`src/ptww_pkg.sv`:
```
`timescale 1ns / 1ps
// Shared types, constants and the glyph width table for the word wrapper.
// No dependencies.
package ptww_pkg;

    localparam int WORD_MAX_DEF  = 32;
    localparam int SEP_UNITS_DEF = 4;

    localparam logic [7:0]  CH_LF = 8'd10;
    localparam logic [7:0]  CH_CR = 8'd13;
    localparam logic [7:0]  CH_SP = 8'd32;

    localparam logic [15:0] MAXW_RST  = 16'd200;
    localparam logic [16:0] CAP_RST   = 17'd1024;
    localparam logic [16:0] CAP_TOP   = 17'd65536;
    localparam logic [8:0]  WW_SAT    = 9'd511;
    localparam logic [16:0] LW_SAT    = 17'h1FFFF;
    localparam logic [15:0] LINES_SAT = 16'hFFFF;

    typedef enum logic {
        REG_MAX_LINE_WIDTH  = 1'b0,
        REG_OUTPUT_CAPACITY = 1'b1
    } t_reg_idx;

    typedef enum logic [1:0] {
        SEL_NL    = 2'd0,
        SEL_SP    = 2'd1,
        SEL_WORD  = 2'd2,
        SEL_FINAL = 2'd3
    } t_gen_sel;

    typedef struct packed {
        logic     load;
        logic     set_open;
        logic     gen;
        t_gen_sel sel;
        logic     count_line;
        logic     close_open;
        logic     word_adv;
        logic     word_done;
        logic     clear;
        logic     finish;
    } t_cmd;

    typedef struct packed {
        logic in_plain;
        logic is_crlf;
        logic is_space;
        logic is_final;
        logic line_open;
        logic wl_zero;
        logic lw_zero;
        logic wrap;
        logic idx_last;
        logic can_gen;
    } t_sts;

    localparam logic [3:0] GLYPH_W [128] = '{
        4'd0, 4'd0, 4'd0, 4'd0, 4'd0, 4'd0, 4'd0, 4'd0,
        4'd0, 4'd0, 4'd0, 4'd0, 4'd0, 4'd0, 4'd0, 4'd0,
        4'd0, 4'd0, 4'd0, 4'd0, 4'd0, 4'd0, 4'd0, 4'd0,
        4'd0, 4'd0, 4'd0, 4'd0, 4'd0, 4'd0, 4'd0, 4'd0,
        4'd4, 4'd2, 4'd4, 4'd7, 4'd6, 4'd9, 4'd7, 4'd2,
        4'd3, 4'd3, 4'd4, 4'd6, 4'd3, 4'd5, 4'd2, 4'd7,
        4'd6, 4'd3, 4'd6, 4'd6, 4'd6, 4'd6, 4'd6, 4'd6,
        4'd6, 4'd6, 4'd2, 4'd3, 4'd5, 4'd6, 4'd5, 4'd7,
        4'd8, 4'd6, 4'd6, 4'd6, 4'd6, 4'd6, 4'd6, 4'd6,
        4'd6, 4'd4, 4'd6, 4'd6, 4'd5, 4'd8, 4'd8, 4'd6,
        4'd6, 4'd7, 4'd6, 4'd6, 4'd6, 4'd6, 4'd8, 4'd10,
        4'd8, 4'd6, 4'd6, 4'd3, 4'd6, 4'd3, 4'd6, 4'd6,
        4'd4, 4'd7, 4'd6, 4'd6, 4'd6, 4'd6, 4'd5, 4'd6,
        4'd6, 4'd2, 4'd5, 4'd5, 4'd2, 4'd9, 4'd6, 4'd6,
        4'd6, 4'd6, 4'd6, 4'd6, 4'd5, 4'd6, 4'd6, 4'd6,
        4'd6, 4'd6, 4'd6, 4'd4, 4'd2, 4'd5, 4'd7, 4'd0
    };

    function automatic logic [3:0] glyph_width(input logic [7:0] c);
        logic [3:0] w;
        w = c[7] ? 4'd0 : GLYPH_W[c[6:0]];
        return w;
    endfunction

endpackage

```
`src/ptww_ifs.sv`:
```
`timescale 1ns / 1ps
// Channel interfaces of the word wrapper: text input, wrapped output, config writes.
// No dependencies.
interface ptww_in_if;
    logic       valid;
    logic       ready;
    logic [7:0] text_char;
    logic       text_end;
    logic       empty_text;
    modport source (output valid, output text_char, output text_end, output empty_text,
                    input ready);
    modport sink (input valid, input text_char, input text_end, input empty_text,
                  output ready);
endinterface

interface ptww_out_if;
    logic        valid;
    logic        ready;
    logic [7:0]  out_char;
    logic        char_valid;
    logic        run_last;
    logic        text_done;
    logic [15:0] line_count;
    logic        truncated;
    modport source (output valid, output out_char, output char_valid, output run_last,
                    output text_done, output line_count, output truncated, input ready);
    modport sink (input valid, input out_char, input char_valid, input run_last,
                  input text_done, input line_count, input truncated, output ready);
endinterface

interface ptww_cfg_if;
    logic        valid;
    logic        ready;
    logic        index;
    logic [16:0] data;
    modport source (output valid, output index, output data, input ready);
    modport sink (input valid, input index, input data, output ready);
endinterface

```
`src/ptww_ctrl.sv`:
```
`timescale 1ns / 1ps
// Sequencer of the word wrapper: steps through flush, word replay, line close and end of text.
// Depends on ptww_pkg.
module ptww_ctrl
    import ptww_pkg::*;
(
    input  logic i_clk,
    input  logic i_rst_n,
    input  logic i_in_valid,
    output logic o_in_ready,
    input  t_sts i_sts,
    output t_cmd o_cmd
);

    typedef enum logic [8:0] {
        S_IDLE  = 9'b000000001,
        S_CHK   = 9'b000000010,
        S_CLOSE = 9'b000000100,
        S_FLUSH = 9'b000001000,
        S_WORD  = 9'b000010000,
        S_CLNL  = 9'b000100000,
        S_TAIL  = 9'b001000000,
        S_FINAL = 9'b010000000,
        S_END   = 9'b100000000
    } t_state;

    t_state r_state, n_state;
    logic   r_closing, n_closing;
    logic   r_final, n_final;

    always_comb begin
        n_state   = r_state;
        n_closing = r_closing;
        n_final   = r_final;
        o_cmd     = '0;
        o_cmd.sel = SEL_NL;
        o_in_ready = 1'b0;
        case (r_state)
            S_IDLE: begin
                o_in_ready = 1'b1;
                if (i_in_valid) begin
                    o_cmd.load = 1'b1;
                    if (!i_sts.in_plain) begin
                        n_state = S_CHK;
                    end
                end
            end
            S_CHK: begin
                n_final = 1'b0;
                if (i_sts.is_crlf) begin
                    n_state = S_CLOSE;
                end else if (i_sts.is_space) begin
                    o_cmd.set_open = 1'b1;
                    n_closing      = 1'b0;
                    n_state        = S_FLUSH;
                end else begin
                    n_state = S_TAIL;
                end
            end
            S_CLOSE: begin
                if (!i_sts.line_open) begin
                    n_state = r_final ? S_FINAL : S_TAIL;
                end else begin
                    n_closing = 1'b1;
                    n_state   = S_FLUSH;
                end
            end
            S_FLUSH: begin
                if (i_sts.wl_zero) begin
                    n_state = r_closing ? S_CLNL : S_TAIL;
                end else if (i_sts.lw_zero) begin
                    n_state = S_WORD;
                end else if (i_sts.can_gen) begin
                    o_cmd.gen        = 1'b1;
                    o_cmd.sel        = i_sts.wrap ? SEL_NL : SEL_SP;
                    o_cmd.count_line = i_sts.wrap;
                    n_state          = S_WORD;
                end
            end
            S_WORD: begin
                if (i_sts.can_gen) begin
                    o_cmd.gen      = 1'b1;
                    o_cmd.sel      = SEL_WORD;
                    o_cmd.word_adv = 1'b1;
                    if (i_sts.idx_last) begin
                        o_cmd.word_done = 1'b1;
                        n_state = r_closing ? S_CLNL : S_TAIL;
                    end
                end
            end
            S_CLNL: begin
                if (i_sts.can_gen) begin
                    o_cmd.gen        = 1'b1;
                    o_cmd.sel        = SEL_NL;
                    o_cmd.count_line = 1'b1;
                    o_cmd.close_open = 1'b1;
                    n_closing        = 1'b0;
                    n_state          = r_final ? S_FINAL : S_TAIL;
                end
            end
            S_TAIL: begin
                if (i_sts.is_final) begin
                    n_final = 1'b1;
                    n_state = S_CLOSE;
                end else begin
                    n_state = S_END;
                end
            end
            S_FINAL: begin
                if (i_sts.can_gen) begin
                    o_cmd.gen   = 1'b1;
                    o_cmd.sel   = SEL_FINAL;
                    o_cmd.clear = 1'b1;
                    n_final     = 1'b0;
                    n_state     = S_END;
                end
            end
            S_END: begin
                if (i_sts.can_gen) begin
                    o_cmd.finish = 1'b1;
                    n_state      = S_IDLE;
                end
            end
            default: begin
                n_state = S_IDLE;
            end
        endcase
    end

    always_ff @(posedge i_clk) begin
        if (!i_rst_n) begin
            r_state   <= S_IDLE;
            r_closing <= 1'b0;
            r_final   <= 1'b0;
        end else begin
            r_state   <= n_state;
            r_closing <= n_closing;
            r_final   <= n_final;
        end
    end

endmodule

```
`src/ptww_datapath.sv`:
```
`timescale 1ns / 1ps
// Datapath of the word wrapper: word buffer, widths, counters, config registers,
// result staging and output register. Depends on ptww_pkg.
module ptww_datapath
    import ptww_pkg::*;
#(
    parameter int WORD_MAX  = WORD_MAX_DEF,
    parameter int SEP_UNITS = SEP_UNITS_DEF
) (
    input  logic        i_clk,
    input  logic        i_rst_n,
    input  t_cmd        i_cmd,
    output t_sts        o_sts,
    input  logic [7:0]  i_text_char,
    input  logic        i_text_end,
    input  logic        i_empty_text,
    input  logic        i_cfg_valid,
    input  logic        i_cfg_index,
    input  logic [16:0] i_cfg_data,
    input  logic        i_out_ready,
    output logic        o_out_valid,
    output logic [7:0]  o_out_char,
    output logic        o_char_valid,
    output logic        o_run_last,
    output logic        o_text_done,
    output logic [15:0] o_line_count,
    output logic        o_truncated
);

    localparam int WL_W  = $clog2(WORD_MAX + 1);
    localparam int IDX_W = $clog2(WORD_MAX);
    localparam logic [WL_W-1:0] WL_MAX = WL_W'(WORD_MAX);
    localparam logic [17:0]     SPW    = 18'(SEP_UNITS);

    logic [15:0]      r_maxw;
    logic [16:0]      r_cap;
    logic [7:0]       r_ch;
    logic             r_last, r_empty;
    logic [7:0]       r_mem [WORD_MAX];
    logic [7:0]       r_rd;
    logic [WL_W-1:0]  r_wl;
    logic [8:0]       r_ww;
    logic [16:0]      r_lw;
    logic [15:0]      r_lines, n_lines;
    logic [15:0]      r_olen;
    logic             r_open, r_ovf;
    logic [IDX_W-1:0] r_idx, n_idx;

    logic        r_pv;
    logic [7:0]  r_p_ch;
    logic        r_p_val, r_p_done, r_p_trunc;
    logic [15:0] r_p_lines;

    logic        r_ov;
    logic [7:0]  r_o_ch;
    logic        r_o_val, r_o_last, r_o_done, r_o_trunc;
    logic [15:0] r_o_lines;

    logic        in_crlf, in_sp, in_word;
    logic        c_crlf, c_sp;
    logic [15:0] limit;
    logic        emit_ok, is_char, push, out_free, mv, idx_last;
    logic [7:0]  gen_ch;
    logic [17:0] lw_ww, lw_next;
    logic [9:0]  ww_sum;

    assign in_crlf = (i_text_char == CH_CR) || (i_text_char == CH_LF);
    assign in_sp   = (i_text_char == CH_SP);
    assign in_word = !i_empty_text && !in_crlf && !in_sp;
    assign c_crlf  = (r_ch == CH_CR) || (r_ch == CH_LF);
    assign c_sp    = (r_ch == CH_SP);

    always_comb begin
        if (r_cap == 17'd0) begin
            limit = 16'd0;
        end else if (r_cap > CAP_TOP) begin
            limit = LINES_SAT;
        end else begin
            limit = 16'(r_cap - 17'd1);
        end
    end

    always_comb begin
        case (i_cmd.sel)
            SEL_NL:   gen_ch = CH_LF;
            SEL_SP:   gen_ch = CH_SP;
            SEL_WORD: gen_ch = r_rd;
            default:  gen_ch = 8'd0;
        endcase
    end

    assign emit_ok  = r_olen < limit;
    assign is_char  = (i_cmd.sel != SEL_FINAL);
    assign push     = i_cmd.gen && (!is_char || emit_ok);
    assign out_free = !r_ov || i_out_ready;
    assign mv       = out_free && r_pv && (push || i_cmd.finish);
    assign n_lines  = (i_cmd.count_line && r_lines != LINES_SAT) ? r_lines + 16'd1 : r_lines;
    assign lw_ww    = {1'b0, r_lw} + 18'(r_ww);
    assign lw_next  = lw_ww + SPW;
    assign ww_sum   = {1'b0, r_ww} + 10'(glyph_width(i_text_char));
    assign idx_last = (WL_W'(r_idx) + WL_W'(1)) == r_wl;

    always_comb begin
        n_idx = r_idx;
        if (i_cmd.word_adv) begin
            n_idx = idx_last ? '0 : r_idx + IDX_W'(1);
        end
    end

    always_comb begin
        o_sts.in_plain  = in_word && !i_text_end;
        o_sts.is_crlf   = !r_empty && c_crlf;
        o_sts.is_space  = !r_empty && c_sp;
        o_sts.is_final  = r_last || r_empty;
        o_sts.line_open = r_open;
        o_sts.wl_zero   = (r_wl == '0);
        o_sts.lw_zero   = (r_lw == 17'd0);
        o_sts.wrap      = lw_ww > {2'b00, r_maxw};
        o_sts.idx_last  = idx_last;
        o_sts.can_gen   = !r_pv || out_free;
    end

    always_ff @(posedge i_clk) begin
        if (!i_rst_n) begin
            r_maxw  <= MAXW_RST;
            r_cap   <= CAP_RST;
            r_wl    <= '0;
            r_ww    <= 9'd0;
            r_lw    <= 17'd0;
            r_lines <= 16'd0;
            r_olen  <= 16'd0;
            r_open  <= 1'b0;
            r_ovf   <= 1'b0;
            r_idx   <= '0;
            r_pv    <= 1'b0;
            r_ov    <= 1'b0;
        end else begin
            if (i_cfg_valid) begin
                case (i_cfg_index)
                    REG_MAX_LINE_WIDTH:  r_maxw <= i_cfg_data[15:0];
                    REG_OUTPUT_CAPACITY: r_cap  <= i_cfg_data;
                    default: ;
                endcase
            end
            r_idx <= n_idx;
            if (i_cmd.load && in_word) begin
                r_open <= 1'b1;
                if (r_wl < WL_MAX) begin
                    r_wl <= r_wl + WL_W'(1);
                    r_ww <= (ww_sum > {1'b0, WW_SAT}) ? WW_SAT : ww_sum[8:0];
                end else begin
                    r_ovf <= 1'b1;
                end
            end
            if (i_cmd.set_open) begin
                r_open <= 1'b1;
            end
            if (i_cmd.gen && is_char) begin
                if (emit_ok) begin
                    r_olen <= r_olen + 16'd1;
                end else begin
                    r_ovf <= 1'b1;
                end
            end
            if (i_cmd.count_line) begin
                r_lines <= n_lines;
                r_lw    <= 17'd0;
            end
            if (i_cmd.close_open) begin
                r_open <= 1'b0;
            end
            if (i_cmd.word_done) begin
                r_lw <= (lw_next > {1'b0, LW_SAT}) ? LW_SAT : lw_next[16:0];
                r_wl <= '0;
                r_ww <= 9'd0;
            end
            if (i_cmd.clear) begin
                r_wl    <= '0;
                r_ww    <= 9'd0;
                r_lw    <= 17'd0;
                r_lines <= 16'd0;
                r_olen  <= 16'd0;
                r_open  <= 1'b0;
                r_ovf   <= 1'b0;
            end
            if (push) begin
                r_pv <= 1'b1;
            end else if (i_cmd.finish) begin
                r_pv <= 1'b0;
            end
            if (out_free) begin
                r_ov <= mv;
            end
        end
    end

    always_ff @(posedge i_clk) begin
        if (i_cmd.load) begin
            r_ch    <= i_text_char;
            r_last  <= i_text_end;
            r_empty <= i_empty_text;
        end
        if (i_cmd.load && in_word && r_wl < WL_MAX) begin
            r_mem[r_wl[IDX_W-1:0]] <= i_text_char;
        end
        r_rd <= r_mem[n_idx];
        if (push) begin
            r_p_ch    <= gen_ch;
            r_p_val   <= is_char;
            r_p_done  <= !is_char;
            r_p_lines <= n_lines;
            r_p_trunc <= r_ovf;
        end
        if (mv) begin
            r_o_ch    <= r_p_ch;
            r_o_val   <= r_p_val;
            r_o_done  <= r_p_done;
            r_o_lines <= r_p_lines;
            r_o_trunc <= r_p_trunc;
            r_o_last  <= i_cmd.finish;
        end
    end

    assign o_out_valid  = r_ov;
    assign o_out_char   = r_o_ch;
    assign o_char_valid = r_o_val;
    assign o_run_last   = r_o_last;
    assign o_text_done  = r_o_done;
    assign o_line_count = r_o_lines;
    assign o_truncated  = r_o_trunc;

endmodule

```
`src/proportional_text_word_wrap.sv`:
```
`timescale 1ns / 1ps
// Greedy word wrapper for proportional text: top level joining sequencer and datapath.
// Depends on ptww_pkg, ptww_ifs, ptww_ctrl, ptww_datapath.
//
// A plain word character is accepted while the sequencer is idle and stored in the word
// buffer, without starting a sequence. A space, CR or LF, the empty flag or the end of the
// text holds off the input while a sequence runs: it decodes the item, closes the line,
// flushes the word and ends the text as needed, generating every character in turn
// (separator, each buffered character from the word buffer's single read port, the closing
// newline; a character dropped for capacity takes its step too) and then the final result.
// A stalled output holds the sequence. Results pass a staging register into an output
// register, so each result carries run_last correctly and a full output register only holds
// the sequence while it waits. The word buffer needs no clearing after reset.
module proportional_text_word_wrap
    import ptww_pkg::*;
#(
    parameter int WORD_MAX  = WORD_MAX_DEF,
    parameter int SEP_UNITS = SEP_UNITS_DEF
) (
    input logic i_clk,
    input logic i_rst_n,
    ptww_in_if.sink    i_in,
    ptww_out_if.source o_out,
    ptww_cfg_if.sink   i_cfg
);

    t_cmd w_cmd;
    t_sts w_sts;
    logic w_in_ready;

    assign i_in.ready  = w_in_ready;
    assign i_cfg.ready = 1'b1;

    ptww_ctrl u_ctrl (
        .i_clk      (i_clk),
        .i_rst_n    (i_rst_n),
        .i_in_valid (i_in.valid),
        .o_in_ready (w_in_ready),
        .i_sts      (w_sts),
        .o_cmd      (w_cmd)
    );

    ptww_datapath #(
        .WORD_MAX  (WORD_MAX),
        .SEP_UNITS (SEP_UNITS)
    ) u_dp (
        .i_clk        (i_clk),
        .i_rst_n      (i_rst_n),
        .i_cmd        (w_cmd),
        .o_sts        (w_sts),
        .i_text_char  (i_in.text_char),
        .i_text_end   (i_in.text_end),
        .i_empty_text (i_in.empty_text),
        .i_cfg_valid  (i_cfg.valid),
        .i_cfg_index  (i_cfg.index),
        .i_cfg_data   (i_cfg.data),
        .i_out_ready  (o_out.ready),
        .o_out_valid  (o_out.valid),
        .o_out_char   (o_out.out_char),
        .o_char_valid (o_out.char_valid),
        .o_run_last   (o_out.run_last),
        .o_text_done  (o_out.text_done),
        .o_line_count (o_out.line_count),
        .o_truncated  (o_out.truncated)
    );

endmodule

```
`src/flat_wrapper.sv`:
```
// flat-port wrapper written by rule: the top's interface ports become plain ports
module proportional_text_word_wrap_flat import ptww_pkg::*;
#(
    parameter int WORD_MAX  = WORD_MAX_DEF,
    parameter int SEP_UNITS = SEP_UNITS_DEF
)
  (i_clk, i_rst_n, i_in_valid, i_in_text_char, i_in_text_end, i_in_empty_text, i_in_ready, o_out_valid, o_out_out_char, o_out_char_valid, o_out_run_last, o_out_text_done, o_out_line_count, o_out_truncated, o_out_ready, i_cfg_valid, i_cfg_index, i_cfg_data, i_cfg_ready);
  ptww_in_if i_in_i ();
  ptww_out_if o_out_i ();
  ptww_cfg_if i_cfg_i ();
  input logic i_clk;
  input logic i_rst_n;
  input wire logic [$bits(i_in_i.valid)-1:0] i_in_valid;
  input wire logic [$bits(i_in_i.text_char)-1:0] i_in_text_char;
  input wire logic [$bits(i_in_i.text_end)-1:0] i_in_text_end;
  input wire logic [$bits(i_in_i.empty_text)-1:0] i_in_empty_text;
  output wire logic [$bits(i_in_i.ready)-1:0] i_in_ready;
  output wire logic [$bits(o_out_i.valid)-1:0] o_out_valid;
  output wire logic [$bits(o_out_i.out_char)-1:0] o_out_out_char;
  output wire logic [$bits(o_out_i.char_valid)-1:0] o_out_char_valid;
  output wire logic [$bits(o_out_i.run_last)-1:0] o_out_run_last;
  output wire logic [$bits(o_out_i.text_done)-1:0] o_out_text_done;
  output wire logic [$bits(o_out_i.line_count)-1:0] o_out_line_count;
  output wire logic [$bits(o_out_i.truncated)-1:0] o_out_truncated;
  input wire logic [$bits(o_out_i.ready)-1:0] o_out_ready;
  input wire logic [$bits(i_cfg_i.valid)-1:0] i_cfg_valid;
  input wire logic [$bits(i_cfg_i.index)-1:0] i_cfg_index;
  input wire logic [$bits(i_cfg_i.data)-1:0] i_cfg_data;
  output wire logic [$bits(i_cfg_i.ready)-1:0] i_cfg_ready;
  assign i_in_i.valid = i_in_valid;
  assign i_in_i.text_char = i_in_text_char;
  assign i_in_i.text_end = i_in_text_end;
  assign i_in_i.empty_text = i_in_empty_text;
  assign i_in_ready = i_in_i.ready;
  assign o_out_valid = o_out_i.valid;
  assign o_out_out_char = o_out_i.out_char;
  assign o_out_char_valid = o_out_i.char_valid;
  assign o_out_run_last = o_out_i.run_last;
  assign o_out_text_done = o_out_i.text_done;
  assign o_out_line_count = o_out_i.line_count;
  assign o_out_truncated = o_out_i.truncated;
  assign o_out_i.ready = o_out_ready;
  assign i_cfg_i.valid = i_cfg_valid;
  assign i_cfg_i.index = i_cfg_index;
  assign i_cfg_i.data = i_cfg_data;
  assign i_cfg_ready = i_cfg_i.ready;
  proportional_text_word_wrap #(.WORD_MAX(WORD_MAX), .SEP_UNITS(SEP_UNITS)) u_core (.i_clk(i_clk), .i_rst_n(i_rst_n), .i_in(i_in_i), .o_out(o_out_i), .i_cfg(i_cfg_i));
endmodule
```
`config.mk`:
```
export PLATFORM = sky130hd
export DESIGN_NAME = proportional_text_word_wrap_flat
export DESIGN_NICKNAME = d
export VERILOG_FILES = /design/src/ptww_pkg.sv /design/src/ptww_ifs.sv /design/src/ptww_ctrl.sv /design/src/ptww_datapath.sv /design/src/proportional_text_word_wrap.sv /design/src/flat_wrapper.sv
export SDC_FILE = /design/constraint.sdc
export NUM_CORES = 1
export LEC_CHECK = 0
export BUFFER_PORTS_ARGS = -buffer_cell sky130_fd_sc_hd__buf_2
export CAP_MARGIN = 40
export CORE_ASPECT_RATIO = 1.75
export CORE_MARGIN = 10
export CORE_UTILIZATION = 50
export CTS_CLUSTER_SIZE = 28
export DETAILED_ROUTE_END_ITERATION = 6
export GPL_TIMING_DRIVEN = 0
export PLACE_DENSITY_LB_ADDON = 0.05
export SETUP_SLACK_MARGIN = 0.1
export SLEW_MARGIN = 30
export SYNTH_ARGS = -nofsm -noshare
export SYNTH_HDL_FRONTEND = slang
export SYNTH_HIERARCHICAL = 1
export SYNTH_SLANG_ARGS = --single-unit
```
`constraint.sdc`:
```
create_clock -name i_clk -period 7.5 [get_ports i_clk]
set_input_delay 2.25 -clock i_clk [delete_from_list [all_inputs] [get_ports i_clk]]
set_output_delay 2.25 -clock i_clk [all_outputs]
set_load 0.005 [all_outputs]
```
### Word-level counts from Yosys, hierarchy flattened

Memory sizes are Yosys's and may differ from the RTL's. A register that Yosys moved wholly into a read port is not among the register bits.
Index checks and enable logic that the tools add are counted.

| operators by class | value |
|---|---|
| add/sub/neg operators | 9 |
| order comparisons | 7 |
| equality and inequality tests | 32 |
| muxes and demuxes | 69 |
| bitwise operators | 3 |
| reductions and logical operators | 46 |

Operator list:

| operator | count |
|---|---|
| two-way mux 9 bit | 13 |
| one-hot mux 9 bit (9 select lines) | 1 |
| two-way mux 17 bit | 3 |
| two-way mux 16 bit | 3 |
| logical NOT 17 bit | 2 |
| adder 16 x 1 -> 16 bit, second input constant | 2 |
| equality test 8 x 4 -> 1 bit, second input constant | 4 |
| two-way mux 1 bit | 27 |
| two-way mux 4 bit | 6 |
| inequality test 2 bit, second input constant | 12 |
| one-hot mux 8 bit (3 select lines) | 1 |
| adder 17 x 9 -> 18 bit | 1 |
| adder 18 x 3 -> 18 bit, second input constant | 1 |
| > comparator 18 x 16 -> 1 bit | 1 |
| > comparator 18 x 17 -> 1 bit, second input constant | 1 |
| > comparator 17 bit, second input constant | 1 |
| equality test 8 x 6 -> 1 bit, second input constant | 2 |
| less-than comparator 16 bit | 1 |
| two-way mux 8 bit | 2 |
| inequality test 16 bit, second input constant | 1 |
| subtractor 16 x 1 -> 16 bit, second input constant | 1 |
| two-way mux 5 bit | 3 |
| two-way mux 7 bit | 2 |
| logical AND 1 bit | 12 |
| 39 further kinds | 63 |

| storage, ports and cells | value |
|---|---|
| bits in registers | 182 |
| memory bits (writable) | 256 |
| ROM bits | 512 |
| bits of input ports | 33 |
| output and inout bits | 31 |
| word-level logic and storage cells | 197 |
| memories | 2 |

Memory list:

| name | depth | width | read ports | clocked after Yosys merged registers in | wr ports | RTL line | source |
|---|---|---|---|---|---|---|---|
| (name not given) | 128 | 4 | 1 | 0 | 0 | ptww_pkg.sv:79 | `w = c[7] ? 4'd0 : GLYPH_W[c[6:0]];` |
| u_core.u_dp.r_mem | 32 | 8 | 1 | 1 | 1 | ptww_datapath.sv:39 | `logic [7:0] r_mem [WORD_MAX];` |

### Longest topological paths before layout

Gate-level depths: netlist of run 1.

| depth | value |
|---|---|
| depth in word-level cells | 13 |
| mapped depth | 26 |
| depth with buffers taken out | 25 |

### By module

The synthesis of run 1 kept the hierarchy.

Modules (own cells, without submodules):

| module | instances | cells an instance | area each (µm²) | seq. area each (µm²) |
|---|---|---|---|---|
| ptww_datapath | 1 | 2193 | 22788.1 | 11921.4 |
| ptww_ctrl | 1 | 131 | 1041.0 | 220.2 |
| proportional_text_word_wrap | 1 | 2 | 11.3 | 0.0 |

### Worst setup path after synthesis of run 1

Ideal clock, no wire load.

| path | value |
|---|---|
| path kind | reg-to-reg |
| start point | reg u_core.u_dp.r_cap[0] |
| end point | reg u_core.u_dp.r_o_val, in the netlist u_core/u_dp/o_char_valid (enable) |
| library setup time | 0.413 ns |
| arrival | 5.813 ns |
| required time | 7.087 ns |
| path slack | 1.274 ns |
| stages on the path, launching flop included | 19 |
| path buffers | 2 |
| period minus slack after synthesis | 6.226 ns |
| cells stage by stage | dfxtp_1 > inv_1 > ha_1 > or4b_1 > clkbuf_1 > or4_1 > or3_1 > or2_1 > clkbuf_1 > a21oi_1 > ha_1 > a2111oi_0 > o21ai_1 > a31oi_1 > nor4_2 > nor3b_1 > o21a_1 > o21ai_1 > nor2_1 |

| between the ends | value |
|---|---|
| longest elaborated chain between the ends | 8 |
| elaborated cells on any way between the ends | 10 |
| those cells by class | add/sub: 1; order compare: 2; mux: 2; reduce/logical: 5 |

Ends and longest elaborated chain:

| element | RTL line | source |
|---|---|---|
| from (decl) | ptww_datapath.sv:36 | `logic [16:0] r_cap;` |
| from (signal assigned) | ptww_datapath.sv:141 | `REG_OUTPUT_CAPACITY: r_cap <= i_cfg_data;` |
| subtractor 16 x 1 -> 16 bit or > comparator 17 bit (tied branches) | ptww_datapath.sv:79, ptww_datapath.sv:76 |  |
| two-way mux 16 bit | ptww_datapath.sv:76 | `end else if (r_cap > CAP_TOP) begin` |
| two-way mux 16 bit * | ptww_datapath.sv:74 | `if (r_cap == 17'd0) begin` |
| less-than comparator 16 bit * | ptww_datapath.sv:92 | `assign emit_ok = r_olen < limit;` |
| logical OR 1 bit * | ptww_datapath.sv:94 | `assign push = i_cmd.gen && (!is_char \|\| emit_ok);` |
| logical AND 1 bit * | ptww_datapath.sv:94 |  |
| named net u_core.u_dp.push | ptww_datapath.sv:62 | `logic emit_ok, is_char, push, out_free, mv, idx_last;` |
| logical OR 1 bit * | ptww_datapath.sv:96 | `assign mv = out_free && r_pv && (push \|\| i_cmd.finish);` |
| logical AND 1 bit * | ptww_datapath.sv:96 |  |
| named net u_core.u_dp.mv | ptww_datapath.sv:62 |  |
| to (signal assigned) | ptww_datapath.sv:216 | `r_o_val <= r_p_val;` |
| to (decl) | ptww_datapath.sv:56 | `logic r_o_val, r_o_last, r_o_done, r_o_trunc;` |

Mark *: on every way through the listed nets, which the timed path passes. The rest lies on a longest branch.
A chain may end at the register's enable or synchronous reset.

### Worst setup path after layout of run 1

| path | value |
|---|---|
| start point | in i_in_text_char[1] |
| end point | mem u_core.u_dp.r_mem[21][4] (enable) |

| between the ends | value |
|---|---|
| longest elaborated chain between the ends | 9 |
| elaborated cells on any way between the ends | 12 |
| those cells by class | eq/ne: 3; mux: 2; reduce/logical: 7 |

Ends and longest elaborated chain:

| element | RTL line | source |
|---|---|---|
| from (decl) | flat_wrapper.sv:14 | `input wire logic [$bits(i_in_i.text_char)-1:0] i_in_text_char;` |
| equality test 8 x 4 -> 1 bit | ptww_datapath.sv:67 | `assign in_crlf = (i_text_char == CH_CR) \|\| (i_text_char == CH_LF);` |
| logical OR 1 bit | ptww_datapath.sv:67 |  |
| logical NOT 1 bit | ptww_datapath.sv:69 | `assign in_word = !i_empty_text && !in_crlf && !in_sp;` |
| logical AND 1 bit | ptww_datapath.sv:69 |  |
| logical AND 1 bit * | ptww_datapath.sv:69 |  |
| logical AND 1 bit * (2 in a row) | ptww_datapath.sv:203 | `if (i_cmd.load && in_word && r_wl < WL_MAX) begin` |
| two-way mux 1 bit * | ptww_datapath.sv:203 |  |
| two-way mux 1 bit (implied by the code) * | ptww_datapath.sv:204 | `r_mem[r_wl[IDX_W-1:0]] <= i_text_char;` |
| to (decl) | ptww_datapath.sv:39 |  |

Every way passes the cells marked *; elsewhere a longest branch is shown, timed or not.

==> metrics.md, run 1 <==
| Metric | Value |
|---|---|
| Mapped Area | `between 0.02 and 0.025 mm2` |
| Synth Warn # | `6` |
| Slew @ Worst Pin | `~0.90 ns` |
| Initial antenna violation count | `0` |
| Comb power frac | `slightly above 9%` |
| Area leader, netlist | `edfxtp_1` |
| Fin Hold WS | `about 0.42 ns` |
| Area contributors post-synth | `edfxtp_1 (40%), dfxtp_1 (10%), ha_1 (3.1%)` |
| Wirelength per Cell | `26.4 um` |
| Clock sink count | `around 450` |
| Fin nets | `2,551` |
| Core area | `roughly 0.047 mm2` |
| Clk buf depth | `3` |
| Final Cycle Share | `90.8%` |
| Yosys cell types | `106` |
| Share of the synthesized area in the top cell type | `about two fifths` |
| Power Dens Cells | `roughly 200 mW/mm2` |
| Layout cells sized above 1 | `approximately 11%` |
| NetSw | `about 1.3 mW` |
| Worst Hold Class | `flop to flop` |
| Setup violators final | `0` |
| Syn Inst Count | `2,326` |
| Mean Syn Cell Area | `~10 um2` |
| FP Rows | `105` |
| Tmin final | `roughly 6.8 ns` |
| Post-cts gate resize count | `0` |
| Grt ovf | `0` |
| Synth-to-layout area growth | `11.5%` |
| Startpoint types | `input pin` |
| Port buffer count | `62` |
| Final Slew Violations | `0` |
| Setup TNS | `0 ns` |
| Clock Pin Slew Worst Setup and Hold Paths | `roughly 0.060 ns` |
| EDFF count, synth | `321` |
| CP max stage cell | `nor2_1` |
| P_int | `roughly 4 mW` |
| Asr flop ratio synth | `0%` |
| Crit-path max FO | `23` |
| Final non-filler cell total | `roughly 3,000` |
| Sequential element share of the synthesized area | `about half` |
| Max-cap violations | `0` |
| Tot GR Track Use | `roughly 28%` |
| Flop2flop setup slack | `between 1 and 1.5 ns` |
| Most frequent cells in the layout | `edfxtp_1 (321), nand2_1 (187), o21ai_0 (142)` |
| Met1 wire length | `27.7 mm` |
| Critical path buffer and inverter count | `5` |
| Crit end category | `flop` |
| Rel. slew slack | `between 40% and 50%` |
| DR vias/cell | `6.34` |
| Post-layout util | `56.5%` |
| Setup CP Type | `input pin to flop` |
| # hold bufs at CTS | `0` |
| Wire length on met2 | `between 40 and 50 mm` |
| First-pass GRT wire length | `120 mm` |
| Routed Antenna Nets | `0` |
| CTS Buf Count | `42` |
| Static leakage | `9.24 nW` |
| Yosys reg bits | `roughly 450` |
| Sequential share of power | `roughly 50%` |
| Root Buffer | `clkbuf_16` |
| Mapped Nets | `about 2,400` |
| Number of global-route vias before repair | `between 15,000 and 20,000` |
| Cell family with most CP delay | `simple AND/OR/NAND/NOR gates` |
| I/O Pins | `between 60 and 70` |
| Wire length on met3 | `just under 4 mm` |
| RSZ-0062 raised after global routing | `no` |
| Commonest non-fill, non-tap cell in the layout | `edfxtp_1` |
| Total number of vias | `19,506` |
| H-Tree Level Count | `2` |
| Die Y | `just over 300 um` |
| Post-CTS setup buffers | `0` |
| Maximum VDD drop | `0.000178 V` |
| Placed insts | `2,992` |
| Prevailing post-synth register cell | `edfxtp_1` |
| Final Skew | `~0.016 ns` |
| Starting Density | `50.7%` |
| Slowest stage delay, CP | `0.78 ns` |
| Overall power | `between 5 and 6 mW` |
| Largest net degree at the start of global routing | `35` |
| Initial DRC Count | `1,377` |
| Routed wire length | `81.2 mm` |
| FMAX | `between 0.1 and 0.15 GHz` |
| Clk_lat worst skew | `approximately 0.57 ns` |
| Critical Path RT | `7.69 ns` |
| CTS tree | `done` |
| Status | `completed` |
| Final GP Congestion | `1.02` |
| Die W | `between 150 and 200 um` |
| Die area | `approximately 0.057 mm2` |
| Initial DRT Pass Iterations | `6` |
| Crit path cell chain | `buf_2, buf_16, clkbuf_1, inv_1, ha_1, mux2_2, and3_1, o21ai_0, nand3b_1, nor2_1, clkbuf_1, nand2_1, nor2_1` |
| Fin. Hold Viols | `0` |
| Post-route DRC | `0` |
| Antenna diodes | `0` |
| DP HPWL | `between 60 and 70 mm` |
| Sw Ratio | `approximately a quarter` |
| CP Data Arrival Time | `around 7 ns` |
| Max Used Layer | `met4` |
| Fraction of power consumed by the clock network | `around two fifths` |
-- cells in the mapped netlist, types with 14 or more instances --
cell type / n
clkbuf_1: 95
ha_1: 59
o21ai_0: 142
xnor2_1: 39
a21o_1: 34
nand3_1: 88
nand4_1: 38
and2_1: 31
buf_1: 14
a32oi_1: 15
nand2_1: 187
dfxtp_1: 125
nor4_1: 17
buf_2: 30
nor2b_1: 83
a221oi_1: 38
mux2i_1: 31
xor2_1: 36
edfxtp_1: 321
a21oi_1: 115
mux2_2: 15
a31oi_1: 69
a211oi_1: 37
nor3_1: 33
a21boi_0: 30
nor2_1: 141
o211ai_1: 24
inv_1: 109
nand2b_1: 19
a22oi_1: 57
o2bb2ai_1: 14
or3_1: 14
-- path summary, 6_finish.rpt --
kind                                startpoint                                endpoint  cells past startpoint
max                          i_in_text_char[1]      u_core/u_dp/r_mem[21][4]$_DFFE_PP_                     13
min reg2reg      u_core/u_dp/r_p_val$_DFFE_PP_      u_core/u_dp/o_char_valid$_DFFE_PP_                      0
min              u_core/u_dp/r_p_val$_DFFE_PP_      u_core/u_dp/o_char_valid$_DFFE_PP_                      0
max reg2reg  u_core/u_dp/r_cap[0]$_SDFFE_PN0P_  u_core/u_dp/o_line_count[11]$_DFFE_PP_                     19
-- power by group through the flow --
stage / clock network, mW / registers, mW / logic (mW)
after floorplan: 0 / 2.76 / 0.292
after global placement: 0 / 2.77 / 0.458
after detailed placement: 0 / 2.77 / 0.471
after CTS: 2.15 / 2.71 / 0.472
after global routing: 2.23 / 2.72 / 0.519
final: 2.10 / 2.71 / 0.479
-- through the flow --
| step | area (um2) | setup slack [ns] |
|---|---|---|
| 2_1_floorplan | 23800 | 1.27 |
| 3_3_place_gp | 24900 | -0.905 |
| 3_5_place_dp | 25100 | 0.0140 |
| 4_1_cts | 26500 | 0.608 |
| 5_1_grt | 26600 | 0.425 |
| 6_report | 26600 | 0.693 |
-- routing by layer --
metal / vias to the layer above / GRT usage, %
li1: 9010 / -
met1: 9545 / 27.7
met2: 713 / 51.5
met3: 238 / 3.72
met4: 0 / 21.3
met5: - / 0
-- worst register-to-register path: cells and delay by family, from the launching register on --
| kind | cells | cell delay (ns) |
|---|---|---|
| AOI/OAI and AO/OA | 6 | 2.12 |
| and+or+nand+nor | 7 | 2.47 |
| adders and majority gates | 2 | 0.49 |
| buffers and inverters | 4 | 0.72 |
| DFF | 1 | 0.35 |
-- state kept, by name, indices dropped and copies added (netlist names), 5 cells and up --
signal and flops:
u_core/u_dp/r_cap 17, u_core/u_dp/r_olen 16, u_core/u_dp/r_rd 8, u_core/u_dp/r_wl 6
u_core/u_dp/r_ww 9, u_core/u_dp/o_line_count 16, u_core/u_dp/r_maxw 16, u_core/u_ctrl/r_state 9
u_core/u_dp/r_mem 256, u_core/u_dp/r_p_lines 16, u_core/u_dp/r_lines 16, u_core/u_dp/r_idx 5
u_core/u_dp/r_lw 17, u_core/u_dp/r_ch 8, u_core/u_dp/o_out_char 8, u_core/u_dp/r_p_ch 8
-- layout make-up --
class | count | area [um2]
Buffer | 151 | 664
Inverter | 113 | 424
Clock buffer | 56 | 1150
Multi-Input combinational cell | 1616 | 10600
Sequential cell | 446 | 12100
Timing Repair Buffer | 87 | 636
Tap cell | 588 | 736
Fill cell | 4228 | 20500
Clock inverter | 20 | 178
-- kinds of logic after synthesis --
logic type	after synthesis	share of synthesized area, %
fa+ha+maj	62	3.31
simple gates	729	15.8
compound gates	697	20.2
xor+xnor	78	2.96
buf+inv	264	4.57
other cells	1	0.0157
mux	49	2.20
flops	446	50.9
No activity file was read; power rests on OpenSTA's default activity.
==> run 2, diff against run 1 <==
--- a/config.mk
+++ b/config.mk
@@ -14,6 +14,7 @@
 export DETAILED_ROUTE_END_ITERATION = 6
 export GPL_TIMING_DRIVEN = 0
 export PLACE_DENSITY_LB_ADDON = 0.05
+export REMOVE_ABC_BUFFERS = 1
 export SETUP_SLACK_MARGIN = 0.1
 export SLEW_MARGIN = 30
 export SYNTH_ARGS = -nofsm -noshare
==> metrics.md, run 2 (synthesis results as in run 1) <==
| Metric | Value |
|---|---|
| DR vias/cell | `6.31 (was 6.34)` |
| Static leakage | `9.13 nW (was 9.24 nW)` |
| Slowest stage delay, CP | `0.64 ns (was 0.78 ns)` |
| Final Slew Violations | `0 (unchanged)` |
| Maximum VDD drop | `0.000223 V (was 0.000178 V)` |
| FMAX | `0.158 GHz (was 0.147 GHz)` |
| Setup TNS | `0 ns (unchanged)` |
| Post-route cell area | `0.0265 mm2 (was 0.0266 mm2)` |
| Layout cells sized above 1 | `11.4% (was 11.0%)` |
| Overall power | `5.40 mW (was 5.30 mW)` |
| Routed wire length | `68.2 mm (was 81.2 mm)` |
| Clock sink count | `446 (unchanged)` |
| Sw Ratio | `24.0% (was 24.3%)` |
| Critical Path RT | `7.92 ns (was 7.69 ns)` |
| Grt ovf | `0 (unchanged)` |
| Startpoint types | `input pin (unchanged)` |
| Clock Pin Slew Worst Setup and Hold Paths | `0.06 ns (about the same)` |
| Worst Reg-to-Reg Cells | `23 (was 19)` |
| I/O Pins | `64 (unchanged)` |
| WHS Endpoint | `u_core/u_dp/o_line_count[12]$_DFFE_PP_ (was u_core/u_dp/o_char_valid$_DFFE_PP_)` |
| First-pass GRT wire length | `105 mm (was 120 mm)` |
| Fin. Hold Viols | `0 (unchanged)` |
| Cell family with most CP delay | `simple AND/OR/NAND/NOR gates (unchanged)` |
| Worst Hold Class | `flop to flop (unchanged)` |
| R2R Path End | `u_core/u_dp/o_line_count[1]$_DFFE_PP_ (was u_core/u_dp/o_line_count[11]$_DFFE_PP_)` |
| # fillers | `4,100 (was 4,228)` |
| Final non-filler cell total | `2,957 (was 3,077)` |
| Commonest non-fill, non-tap cell in the layout | `edfxtp_1 (unchanged)` |
| Final Cycle Share | `84.6% (was 90.8%)` |
| Placed insts | `2,864 (was 2,992)` |
| Fraction of power consumed by the clock network | `41.5% (was 39.7%)` |
| H-Tree Level Count | `2 (unchanged)` |
| Die area | `0.0572 mm2 (unchanged)` |
| Tot GR Track Use | `23.5% (was 28.0%)` |
| RSZ-0062 raised after global routing | `no (unchanged)` |
| Antenna diodes | `0 (unchanged)` |
| Sequential share of power | `50.5% (was 51.2%)` |
| Setup violators final | `0 (unchanged)` |
| Initial DRC Count | `1,439 (was 1,377)` |
| Fin Hold WS | `0.419 ns (was 0.417 ns)` |
| Max reg flops | `256 (unchanged)` |
| NetSw | `1.29 mW (about the same)` |
| Status | `completed (unchanged)` |
| CTS Buf Count | `44 (was 42)` |
| Power Dens Cells | `204 mW/mm2 (was 199 mW/mm2)` |
| Clk buf depth | `3 (unchanged)` |
| Clk_lat worst skew | `0.57 ns (about the same)` |
| Tmin final | `6.34 ns (was 6.81 ns)` |
| Hold path start | `u_core/u_dp/r_p_lines[12]$_DFFE_PP_ (was u_core/u_dp/r_p_val$_DFFE_PP_)` |
| Final GP Congestion | `0.932 (was 1.02)` |
| CP max stage cell | `nand2_1 (was nor2_1)` |
| Setup CP Type | `input pin to flop (unchanged)` |
| # hold bufs at CTS | `0 (unchanged)` |
| Fin nets | `2,429 (was 2,551)` |
| Post-cts gate resize count | `0 (unchanged)` |
| Root Buffer | `clkbuf_16 (unchanged)` |
| Total number of vias | `18,660 (was 19,506)` |
| Comb power frac | `8.0% (was 9.1%)` |
| Top cell by count, worst path | `nand2_1` |
| Most frequent cells in the layout | `edfxtp_1 (321), nand2_1 (186), o21ai_0 (142) (was edfxtp_1 (321), nand2_1 (187), o21ai_0 (142))` |
| Port buffer count | `62 (unchanged)` |
| Crit path cell chain | `buf_2, nor2b_1, nand2_1, and2_4, buf_12, clkinv_2, nand2_1, nand2_8, mux2_2, a221oi_1, o22a_1, nand4_1 (was buf_2, buf_16, clkbuf_1, inv_1, ha_1, mux2_2, and3_1, o21ai_0, nand3b_1, nor2_1, clkbuf_1, nand2_1, nor2_1)` |
| P_int | `4.10 mW (was 4.01 mW)` |
| WHS Path Cells | `0 (unchanged)` |
| Routed Antenna Nets | `0 (unchanged)` |
| FP Rows | `105 (unchanged)` |
| Initial antenna violation count | `0 (unchanged)` |
| R2r startpoint | `u_core/u_dp/r_ww[1]$_SDFFE_PP0P_ (was u_core/u_dp/r_cap[0]$_SDFFE_PN0P_)` |
| Starting Density | `50.7% (unchanged)` |
| Initial DRT Pass Iterations | `5 (was 6)` |
| Max-cap violations | `0 (unchanged)` |
| Die Y | `309 um (unchanged)` |
| Critical path buffer and inverter count | `3 (was 5)` |
| CP Data Arrival Time | `6.77 ns (was 7.00 ns)` |
| Rel. slew slack | `42.8% (was 40.2%)` |
| Wirelength per Cell | `23.1 um (was 26.4 um)` |
| Post-route DRC | `0 (unchanged)` |
| Placed inst area | `0.0249 mm2 (was 0.0251 mm2)` |
| Crit-path max FO | `87 (was 23)` |
| Die W | `185 um (unchanged)` |
| Synth-to-layout area growth | `11.2% (was 11.5%)` |
| Crit end category | `flop (unchanged)` |
| Flop2flop setup slack | `1.20 ns (was 1.05 ns)` |
| Number of global-route vias before repair | `18,970 (was 19,799)` |
| Post-CTS setup buffers | `0 (unchanged)` |
| CTS tree | `done (unchanged)` |
| Core area | `0.0470 mm2 (unchanged)` |
| Final Skew | `0.0164 ns (was 0.0156 ns)` |
| DP HPWL | `47.4 mm (was 61.2 mm)` |
| Largest net degree at the start of global routing | `88 (was 35)` |
| Slew @ Worst Pin | `0.845 ns (was 0.898 ns)` |
==> run 2: changes by cell type in the layout (fill, tap and decap cells not counted), moves of 3 or more <==
cell	previous run	this run
buf_1	14	0
buf_12	4	11
buf_16	4	8
buf_2	92	66
buf_4	17	12
buf_8	0	5
bufinv_16	2	5
clkbuf_1	105	10
clkbuf_8	3	0
nor2_1	137	134
nor2_4	2	5
==> run 2: worst max-delay path by stage <==
| stage | cells after the start | start | slack, ns | endpoint |
|---|---|---|---|---|
| 4_1_cts | 23 | u_core/u_dp/r_ww[1]$_SDFFE_PP0P_ | 1.17 | u_core/u_dp/o_out_char[7]$_DFFE_PP_ |
| 2_1_floorplan | 10 | o_out_ready | -1.57 | u_core/u_dp/r_rd[6]$_DFF_P_ |
| 5_1_grt | 23 | u_core/u_dp/r_ww[1]$_SDFFE_PP0P_ | 0.66 | u_core/u_dp/o_out_char[7]$_DFFE_PP_ |
| 3_3_place_gp | 11 | o_out_ready | -6.94 | u_core/u_dp/r_rd[6]$_DFF_P_ |
| 3_5_place_dp | 12 | i_in_text_char[1] | 0.61 | u_core/u_dp/r_mem[11][7]$_DFFE_PP_ |
| 6_report | 12 | o_out_ready | 1.16 | u_core/u_dp/r_rd[2]$_DFF_P_ |
==> run 2: power by group through the flow <==
| stage | Sequential (mW) | Clock, mW | Combinational (mW) |
|---|---|---|---|
| 3_3_place_gp | 2.78 | 0 | 0.409 |
| 3_5_place_dp | 2.78 | 0 | 0.425 |
| 2_1_floorplan | 2.76 | 0 | 0.266 |
| 6_report | 2.72 | 2.24 | 0.434 |
| 5_1_grt | 2.73 | 2.38 | 0.476 |
| 4_1_cts | 2.72 | 2.28 | 0.428 |
==> run 2: layout make-up <==
class | instances | area (um2) | area share (%)
Sequential cell | 446 | 12100 | 45.8
Inverter | 113 | 425 | 1.61
Tap cell | 588 | 736 | 2.78
Clock buffer | 54 | 1140 | 4.30
Timing Repair Buffer | 114 | 1040 | 3.93
Clock inverter | 26 | 300 | 1.13
Multi-Input combinational cell | 1616 | 10700 | 40.4
==> run 2: stage by stage <==
step	utilization [%]	setup WS, ns
after global placement	51.5	-6.94
after floorplan	-	-1.57
after detailed placement	52.9	0.607
after CTS	56.0	1.17
after global routing	56.4	0.658
final	56.4	1.16
==> run 2: layer usage <==
metal	track usage, %	vias to the layer above	routed length, um
li1	-	8757	-
met1	24.3	9194	24900
met2	44.8	546	37100
met3	2.43	163	2510
met4	12.9	0	3740
met5	0	-	0
